[src/rtl/sm3_pkg.sv]
// SM3 hash engine package: constants, types and round functions.
// Used by every module of the engine; depends on nothing.
`default_nettype none
package sm3_pkg;
  localparam logic [31:0] T_LOW  = 32'h79CC4519;
  localparam logic [31:0] T_HIGH = 32'h7A879D8A;
  localparam logic [7:0]  PAD_MARK = 8'h80;
  localparam int unsigned LEN_SLOT = 56;
  localparam int unsigned FIFO_DEPTH = 4;

  localparam logic [255:0] IV = {
    32'h7380166F, 32'h4914B2B9, 32'h172442D7, 32'hDA8A0600,
    32'hA96F30BC, 32'h163138AA, 32'hE38DEE4D, 32'hB0FB0E4E};

  // request passed from front to back
  typedef struct packed {
    logic [7:0] data_byte;
    logic       byte_present;
    logic       end_of_message;
  } req_t;

  typedef enum logic [2:0] {
    ST_IDLE, ST_LOAD, ST_ROUND, ST_FOLD, ST_EMIT
  } state_t;

  function automatic logic [31:0] rotl(input logic [31:0] x, input logic [4:0] n);
    logic [63:0] d;
    d = {x, x} << n;
    return d[63:32];
  endfunction

  function automatic logic [31:0] perm0(input logic [31:0] x);
    return x ^ rotl(x, 5'd9) ^ rotl(x, 5'd17);
  endfunction

  function automatic logic [31:0] perm1(input logic [31:0] x);
    return x ^ rotl(x, 5'd15) ^ rotl(x, 5'd23);
  endfunction
endpackage
`default_nettype wire

[src/rtl/sm3_hash_engine.sv]
// SM3 hash engine top level: byte stream in, digest words out.
// Flow: a block-filling byte or end request is accepted, then each block is loaded,
// run through the 64 rounds and folded (one or two padding blocks), then 8 digest words.
// Throughput: the queue takes one byte per cycle while not full; the back end takes no
// new byte while it is loading, compressing, folding or emitting a digest.
// Synchronous active-low reset restores the SM3 initial value and empties the queue.
`default_nettype none
module sm3_hash_engine #(
  parameter int unsigned FIFO_DEPTH = sm3_pkg::FIFO_DEPTH
) (
  input  wire logic        clk,
  input  wire logic        rst_n,
  input  wire logic        in_tvalid,
  output logic             in_tready,
  input  wire logic [7:0]  in_tdata,   // data_byte
  input  wire logic        in_tuser,   // byte_present
  input  wire logic        in_tlast,   // end_of_message
  output logic             out_tvalid,
  input  wire logic        out_tready,
  output logic [39:0]      out_tdata,  // [31:0] digest_word, [34:32] word_index
  output logic             out_tlast   // last_word
);
  sm3_pkg::req_t in_req, q_req;
  logic q_valid, q_ready;
  logic [31:0] w;
  logic [2:0]  idx;

  assign in_req = '{data_byte: in_tdata, byte_present: in_tuser,
                    end_of_message: in_tlast};

  sm3_front #(.DEPTH(FIFO_DEPTH)) u_front (
    .clk, .rst_n, .in_valid(in_tvalid), .in_ready(in_tready),
    .in_req, .q_valid, .q_ready, .q_req);

  sm3_back u_back (
    .clk, .rst_n, .q_valid, .q_ready, .q_req,
    .out_valid(out_tvalid), .out_ready(out_tready),
    .out_word(w), .out_index(idx), .out_last(out_tlast));

  assign out_tdata = {5'd0, idx, w};
endmodule
`default_nettype wire

[src/rtl/sm3_front.sv]
// SM3 front end: request queue between input channel and compression back end.
// Depends on sm3_pkg.
`default_nettype none
module sm3_front #(
  parameter int unsigned DEPTH = sm3_pkg::FIFO_DEPTH
) (
  input  wire logic           clk,
  input  wire logic           rst_n,
  input  wire logic           in_valid,
  output logic                in_ready,
  input  wire sm3_pkg::req_t  in_req,
  output logic                q_valid,
  input  wire logic           q_ready,
  output sm3_pkg::req_t       q_req
);
  localparam int unsigned AW = (DEPTH > 1) ? $clog2(DEPTH) : 1;
  sm3_pkg::req_t mem_r [DEPTH];
  logic [AW-1:0] wp_r, rp_r;
  logic [AW:0]   cnt_r;
  logic push, pop;

  // idle requests carry no work: drop them here
  assign in_ready = (cnt_r != (AW+1)'(DEPTH));
  assign push = in_valid && in_ready &&
                (in_req.byte_present || in_req.end_of_message);
  assign q_valid = (cnt_r != '0);
  assign pop = q_valid && q_ready;
  assign q_req = mem_r[rp_r];

  always_ff @(posedge clk) begin
    if (push) mem_r[wp_r] <= in_req;
  end

  always_ff @(posedge clk) begin
    if (!rst_n) begin
      wp_r <= '0; rp_r <= '0; cnt_r <= '0;
    end else begin
      if (push) wp_r <= (wp_r == AW'(DEPTH-1)) ? '0 : wp_r + 1'b1;
      if (pop)  rp_r <= (rp_r == AW'(DEPTH-1)) ? '0 : rp_r + 1'b1;
      cnt_r <= cnt_r + (AW+1)'(push) - (AW+1)'(pop);
    end
  end
endmodule
`default_nettype wire

[src/rtl/sm3_back.sv]
// SM3 back end: block buffer, padding, 64-round compression and digest output.
// Depends on sm3_pkg.
`default_nettype none
module sm3_back (
  input  wire logic          clk,
  input  wire logic          rst_n,
  input  wire logic          q_valid,
  output logic               q_ready,
  input  wire sm3_pkg::req_t q_req,
  output logic               out_valid,
  input  wire logic          out_ready,
  output logic [31:0]        out_word,
  output logic [2:0]         out_index,
  output logic               out_last
);
  sm3_pkg::state_t st_r, st_nxt;
  // block buffer held as 16 big-endian words, byte 0 in the top lane
  logic [31:0]  buf_r [16];
  logic [5:0]   fill_r;
  logic [63:0]  bits_r;
  logic [255:0] cv_r;
  logic [31:0]  a_r, b_r, c_r, d_r, e_r, f_r, g_r, h_r;
  logic [31:0]  w_r [16];
  logic [5:0]   rnd_r;
  logic [3:0]   ld_r;
  logic         pad_r, fin_r, two_r, second_r, mark_r;
  logic [5:0]   nfill_r;
  logic [2:0]   oi_r;

  logic take;
  logic [31:0] ld_word;
  logic [31:0] tj, a12, s1, s2, ff, gg, t1, t2, wn;
  logic [5:0]  fill_inc;

  // byte of the block being compressed, padded as needed
  function automatic logic [7:0] pbyte(input logic [5:0] idx, input logic [7:0] raw,
      input logic pad, input logic second, input logic two, input logic [5:0] n,
      input logic [63:0] bits);
    logic [6:0] pos;
    logic lenblk;
    pos = {second, idx};
    lenblk = !two || second;
    if (!pad) return raw;
    if (lenblk && idx >= 6'd56) return bits[8*(63-idx) +: 8];
    if (pos < {1'b0, n}) return raw;
    if (pos == {1'b0, n}) return sm3_pkg::PAD_MARK;
    return 8'h00;
  endfunction

  assign fill_inc = fill_r + 6'd1;
  assign take = q_valid && q_ready;
  assign q_ready = (st_r == sm3_pkg::ST_IDLE);

  always_comb begin
    ld_word = '0;
    for (int k = 0; k < 4; k++)
      ld_word[8*(3-k) +: 8] = pbyte({ld_r, 2'(k)}, buf_r[ld_r][8*(3-k) +: 8],
        pad_r, second_r, two_r, nfill_r, bits_r);
  end

  // one round of compression, message expansion on the fly
  always_comb begin
    tj  = (rnd_r < 6'd16) ? sm3_pkg::T_LOW : sm3_pkg::T_HIGH;
    a12 = sm3_pkg::rotl(a_r, 5'd12);
    s1  = sm3_pkg::rotl(a12 + e_r + sm3_pkg::rotl(tj, rnd_r[4:0]), 5'd7);
    s2  = s1 ^ a12;
    if (rnd_r < 6'd16) begin
      ff = a_r ^ b_r ^ c_r;
      gg = e_r ^ f_r ^ g_r;
    end else begin
      ff = (a_r & b_r) | (a_r & c_r) | (b_r & c_r);
      gg = (e_r & f_r) | (~e_r & g_r);
    end
    t1 = ff + d_r + s2 + (w_r[0] ^ w_r[4]);
    t2 = gg + h_r + s1 + w_r[0];
    wn = sm3_pkg::perm1(w_r[0] ^ w_r[7] ^ sm3_pkg::rotl(w_r[13], 5'd15)) ^
         sm3_pkg::rotl(w_r[3], 5'd7) ^ w_r[10];
  end

  // next state
  always_comb begin
    st_nxt = st_r;
    unique case (st_r)
      sm3_pkg::ST_IDLE: if (take) begin
        if (q_req.byte_present && fill_r == 6'd63) st_nxt = sm3_pkg::ST_LOAD;
        else if (q_req.end_of_message) st_nxt = sm3_pkg::ST_LOAD;
      end
      sm3_pkg::ST_LOAD:  if (ld_r == 4'd15) st_nxt = sm3_pkg::ST_ROUND;
      sm3_pkg::ST_ROUND: if (rnd_r == 6'd63) st_nxt = sm3_pkg::ST_FOLD;
      sm3_pkg::ST_FOLD: begin
        if (pad_r && two_r && !second_r) st_nxt = sm3_pkg::ST_LOAD;
        else if (mark_r && fin_r) st_nxt = sm3_pkg::ST_LOAD;
        else if (fin_r) st_nxt = sm3_pkg::ST_EMIT;
        else st_nxt = sm3_pkg::ST_IDLE;
      end
      sm3_pkg::ST_EMIT: if (out_ready && oi_r == 3'd7) st_nxt = sm3_pkg::ST_IDLE;
      default: st_nxt = sm3_pkg::ST_IDLE;
    endcase
  end

  // outputs
  always_comb begin
    out_valid = (st_r == sm3_pkg::ST_EMIT);
    out_word  = cv_r[32*(7-oi_r) +: 32];
    out_index = oi_r;
    out_last  = (oi_r == 3'd7);
  end

  always_ff @(posedge clk) begin
    if (take && q_req.byte_present)
      buf_r[fill_r[5:2]][8*(3-fill_r[1:0]) +: 8] <= q_req.data_byte;
  end

  // datapath
  always_ff @(posedge clk) begin
    if (!rst_n) begin
      st_r <= sm3_pkg::ST_IDLE;
      cv_r <= sm3_pkg::IV; fill_r <= '0; bits_r <= '0;
      ld_r <= '0; rnd_r <= '0; oi_r <= '0;
      pad_r <= 1'b0; fin_r <= 1'b0; two_r <= 1'b0; second_r <= 1'b0;
      mark_r <= 1'b0; nfill_r <= '0;
    end else begin
      st_r <= st_nxt;
      unique case (st_r)
        sm3_pkg::ST_IDLE: if (take) begin
          ld_r <= '0; second_r <= 1'b0;
          fin_r <= q_req.end_of_message;
          mark_r <= q_req.byte_present && fill_r == 6'd63;
          if (q_req.byte_present) begin
            fill_r <= fill_inc;
            bits_r <= bits_r + 64'd8;
          end
          pad_r <= q_req.end_of_message && !(q_req.byte_present && fill_r == 6'd63);
          if (q_req.byte_present && fill_r == 6'd63) begin
            nfill_r <= '0; two_r <= 1'b0;
          end else begin
            nfill_r <= q_req.byte_present ? fill_inc : fill_r;
            two_r <= ((q_req.byte_present ? fill_inc : fill_r) >= 6'(sm3_pkg::LEN_SLOT));
          end
        end
        sm3_pkg::ST_LOAD: begin
          w_r[ld_r] <= ld_word;
          ld_r <= ld_r + 4'd1;
          rnd_r <= '0;
          {a_r,b_r,c_r,d_r,e_r,f_r,g_r,h_r} <= cv_r;
        end
        sm3_pkg::ST_ROUND: begin
          for (int k = 0; k < 15; k++) w_r[k] <= w_r[k+1];
          w_r[15] <= wn;
          d_r <= c_r; c_r <= sm3_pkg::rotl(b_r, 5'd9); b_r <= a_r; a_r <= t1;
          h_r <= g_r; g_r <= sm3_pkg::rotl(f_r, 5'd19); f_r <= e_r;
          e_r <= sm3_pkg::perm0(t2);
          rnd_r <= rnd_r + 6'd1;
        end
        sm3_pkg::ST_FOLD: begin
          cv_r <= cv_r ^ {a_r,b_r,c_r,d_r,e_r,f_r,g_r,h_r};
          ld_r <= '0;
          if (pad_r && two_r && !second_r) second_r <= 1'b1;
          else if (mark_r && fin_r) begin
            // full block done, now the padding block
            mark_r <= 1'b0; pad_r <= 1'b1;
          end
          oi_r <= '0;
        end
        sm3_pkg::ST_EMIT: if (out_ready) begin
          oi_r <= oi_r + 3'd1;
          if (oi_r == 3'd7) begin
            cv_r <= sm3_pkg::IV; fill_r <= '0; bits_r <= '0;
          end
        end
        default: ;
      endcase
    end
  end
endmodule
`default_nettype wire
[config.mk]
export PLATFORM = sky130hd
export DESIGN_NAME = sm3_hash_engine
export DESIGN_NICKNAME = d
export VERILOG_FILES = /design/src/rtl/sm3_pkg.sv /design/src/rtl/sm3_hash_engine.sv /design/src/rtl/sm3_front.sv /design/src/rtl/sm3_back.sv
export SDC_FILE = /design/constraint.sdc
export NUM_CORES = 2
export LEC_CHECK = 0
export ABC_AREA = 1
export BUFFER_PORTS_ARGS = -buffer_cell sky130_fd_sc_hd__buf_2
export CELL_PAD_IN_SITES_DETAIL_PLACEMENT = 1
export CELL_PAD_IN_SITES_GLOBAL_PLACEMENT = 1
export CORE_UTILIZATION = 50
export CTS_CLUSTER_DIAMETER = 100
export DETAILED_ROUTE_END_ITERATION = 6
export PLACE_DENSITY = 0.86
export SETUP_SLACK_MARGIN = 0.02
export SYNTH_ARGS = -nofsm -noshare
export SYNTH_HDL_FRONTEND = slang
export SYNTH_SLANG_ARGS = --single-unit
[constraint.sdc]
create_clock -name clk -period 11.1 [get_ports clk]
set_input_delay 3.33 -clock clk [delete_from_list [all_inputs] [get_ports clk]]
set_output_delay 3.33 -clock clk [all_outputs]
set_load 0.01 [all_outputs]
==> parameters.txt <==
Parameter                              Value

Placement
  Gp weighted congestion ... 1.00
  Number of buffers added on ports ... 51
  Placed wire-length estimate after detailed placement ... 252000 µm

Timing
  Max-slew violation count ... 0
  Final hold violations ... 0
  Accumulated negative setup slack ... 0 ns
  Final critical-path share of the clock period ... 82.7%
  Shortest clock period the worst path allows after layout ... 9.17 ns
  Clock tree skew after final layout ... 0.0626 ns
  RSZ-0062 raised after global routing ... no
  Worst slew slack as a fraction of its limit ... 4.82%
  Transition time at the pin with the least slew margin ... ~1.4 ns
  Timing-limited maximum frequency ... 0.109 GHz
  Tightest hold margin ... 0.426 ns
  Final-report setup violation count ... 0

Worst setup path
  Kind of end point of the critical path ... flip-flop
  Largest stage delay, worst path ... 0.69 ns
  Required time of the worst setup path ... 11.66 ns
  Setup CP Type ... flip-flop to flip-flop
  Critical path peak fanout ... 37
  Most Frequent Cell on Critical Path ... nand2_1
  Critical path launch point type ... flip-flop
  Slowest CP cell ... o21ai_0
  CP Data Arrival Time ... just under 10 ns

Route
  1st-pass router iterations ... 6
  Average via count per standard cell ... 6.18
  Total length of routed wires ... 355000 µm
  Number of design-rule violations left by the first detailed-router iteration ... ~7600
  DRC viols ... 0
  DR WL/cell ... 29.9 µm
  Total number of vias ... approximately 73000
  Number of nets still failing antenna checks after routing ... 0

Layout
  Growth of design area from synthesis to finish ... 9.11%
  Layout cells sized above 1 ... 5.68%
  Layout Nets ... approximately 9700
  Fillers ... 19508
  Final design utilization ... 55.0%

Floorplanning
  Std-Cell Rows ... 153
  Std-Cell Core Area ... 0.174 mm²
  Die outline area ... 0.177 mm²
  Vert. Die Dim ... 421 µm
  Chip width ... 421 µm
  Boundary pin count ... 57
  Initial Utilization ... between 50 and 60%

Clock tree
  Num CTS Buffers ... 179
  Clock edge transition at the registers on the reported setup and hold paths ... ~0.060 ns
  Hold_buf cts ... 0
  Cell chosen for the clock root ... clkbuf_16
  CTS tree ... yes
  Latest clock arrival within the worst-skew pair ... approximately 0.89 ns
  Post-cts resize count ... 0
  H-tree depth reported by CTS ... 4
  TritonCTS Sinks ... roughly 1700
  CTS max path bufs ... 3
  Buffer count from post-CTS setup fixing ... 0

Synth
  Share of the synthesized area in the top cell type ... 45.2%
  Post-Synthesis Mean Instance Area ... 9.19 µm²
  Post-synth top flop ... edfxtp_1
  Post-synth ARST share ... 0%
  Number of standard cells after synthesis ... 9551
  Count of warnings emitted by yosys ... 0
  Number of flops mapped to enable cells by yosys ... 1320
  Top area cells in the synthesized netlist ... edfxtp_1, nand2_1, dfxtp_1, o21ai_0, fa_1
  Number of synthesized register bits ... ~1700
  Distinct cell type count of the synthesized netlist ... 66
  Netlist Area Pre-Place ... just under 0.09 mm²
  Register area share after synthesis ... 53.4%
  Post-synthesis cell type with the largest combined area ... edfxtp_1

Power
  Overall power consumption ... 24.3 mW
  Sw Ratio ... 43.5%
  Sw power ... around 11 mW
  Share of power burned in the clock network ... 25.4%
  Cell area power density ... 254 mW/mm²
  Static Leak ... about 37 nW
  Worst-case vdd ir drop ... 0.238 mV
  Internal power ... 13.7 mW
  Proportion of power drawn by combinational gates ... 42.5%
  Relative contribution of sequential cells to total power ... roughly 32%

GRT
  First-pass GRT wire length ... 514000 µm
  Antenna violations before repair ... 25
  Largest net degree at the start of global routing ... 153
  Aggregate global routing overflow ... 0
  Via count of the first global-routing pass ... 76301
  GRT Total Usage ... 39.5%

Min path
  Class of the tightest hold or removal check ... flip-flop to flip-flop

Run
  Number of max-cap violations ... 0

Run status
  Run status ... complete, no violations
-- cell usage in the layout, fill, tap and decap left out, types with 23 or more instances in the layout --
cell	instances
a21oi_1	379
a221oi_1	23
a31oi_1	138
buf_2	51
buf_4	92
clkbuf_1	53
clkbuf_16	181
clkinv_1	26
clkinv_2	27
dfxtp_1	357
edfxtp_1	1320
fa_1	189
ha_1	122
inv_1	942
mux2i_1	34
nand2_1	2327
nand2_2	38
nand3_1	471
nand3b_1	42
nand4_1	63
nor2_1	695
nor3_1	64
o211ai_1	24
o21ai_0	960
o21ai_1	210
o221ai_1	66
o22ai_1	74
xnor2_1	81
xor2_1	273
-- worst max-delay path: cells and delay by family, from the launching register on --
family / cells / cell delay [ns]
adder cells (fa/ha/maj): 6 / 2.49
AND/OR/NAND/NOR: 16 / 2.50
multiplexers: 1 / 0.18
flip-flops: 1 / 0.33
buffers and inverters: 9 / 1.03
AO/OA/AOI/OAI: 7 / 2.26
-- cell families (layout without fill, tap and decap cells) --
| group | Yosys count | after routing | synth area share (%) |
|---|---|---|---|
| AND/OR/NAND/NOR | 3757 | 3757 | 17.5 |
| multiplexers | 34 | 34 | 0.388 |
| flip-flops | 1683 | 1683 | 53.4 |
| adder cells (fa/ha/maj) | 311 | 311 | 6.05 |
| XOR/XNOR | 357 | 357 | 3.61 |
| other | 1 | 10 | 0.00427 |
| AO/OA/AOI/OAI | 1969 | 1969 | 12.3 |
| buffers and inverters | 1439 | 1451 | 6.68 |
-- power by group through the flow --
stage / Combinational [mW] / Sequential, mW / Clock [mW]
2_1_floorplan: 6.47 / 7.84 / 0
3_3_place_gp: 9.63 / 7.90 / 0
3_5_place_dp: 9.96 / 7.91 / 0
4_1_cts: 10.1 / 7.78 / 6.17
5_1_grt: 11.1 / 7.80 / 6.39
6_report: 10.3 / 7.79 / 6.18
-- sequential cells by signal (all words and copies together), names as in the netlist, 32 cells and up, named ones only --
name / flops
u_back.a_r: 32
u_back.b_r: 32
u_back.bits_r: 61
u_back.buf_r: 512
u_back.c_r: 32
u_back.cv_r: 256
u_back.d_r: 32
u_back.e_r: 32
u_back.f_r: 32
u_back.g_r: 32
u_back.h_r: 32
u_back.w_r: 512
u_front.mem_r: 40
-- synth_stat cells, types with 122 or more instances --
cell type and n:
clkbuf_1 283, o21ai_0 962, nand2_1 2330, dfxtp_1 363, a31oi_1 138, edfxtp_1 1320, ha_1 122, a21oi_1 379
o21ai_1 210, inv_1 946, xor2_1 273, fa_1 189, nand3_1 471, nor2_1 695
-- per-layer routing --
metal,wire length (µm),vias to the layer above,share of wire [%],global-route usage (%)
met5,112,-,0.032,0
met2,167000,3552,47,64.3
met1,130000,36914,37,46.7
met3,25500,1074,7.2,6.50
li1,-,31931,-,-
met4,32500,18,9.2,30.9
-- metrics by stage --
stage          setup WS [ns]  cells  area [µm²]
3_5_place_dp            2.07  11557       89800
3_3_place_gp            2.21  11557       89800
5_1_grt                 1.57  11894       95800
6_report                1.93  11897       95800
4_1_cts                 2.04  11891       95800
2_1_floorplan          0.822   9555       87800
-- cell type report --
cell class                 count  area (µm²)  area share [%]
antenna                        5        12.5          0.0131
clock buffer                 242        4840            5.05
clock inverter                92        1070            1.12
inverter                     970        3670            3.83
multi-input combinational   6433       35300            36.9
sequential                  1683       46900            49.0
tap                         2325        2910            3.04
timing repair buffer         147        1030            1.07
-- final timing paths --
check                       start         endpoint  slack (ns)  cells after the start
hold / removal     u_back.g_r[12]  u_back.cv_r[44]        0.43                      1
setup / recovery  u_back.rnd_r[4]   u_back.a_r[29]        1.93                     39
hold reg to reg    u_back.g_r[12]  u_back.cv_r[44]        0.43                      1
setup reg to reg  u_back.rnd_r[4]   u_back.a_r[29]        1.93                     39
No activity file was read; power rests on OpenSTA's default activity.
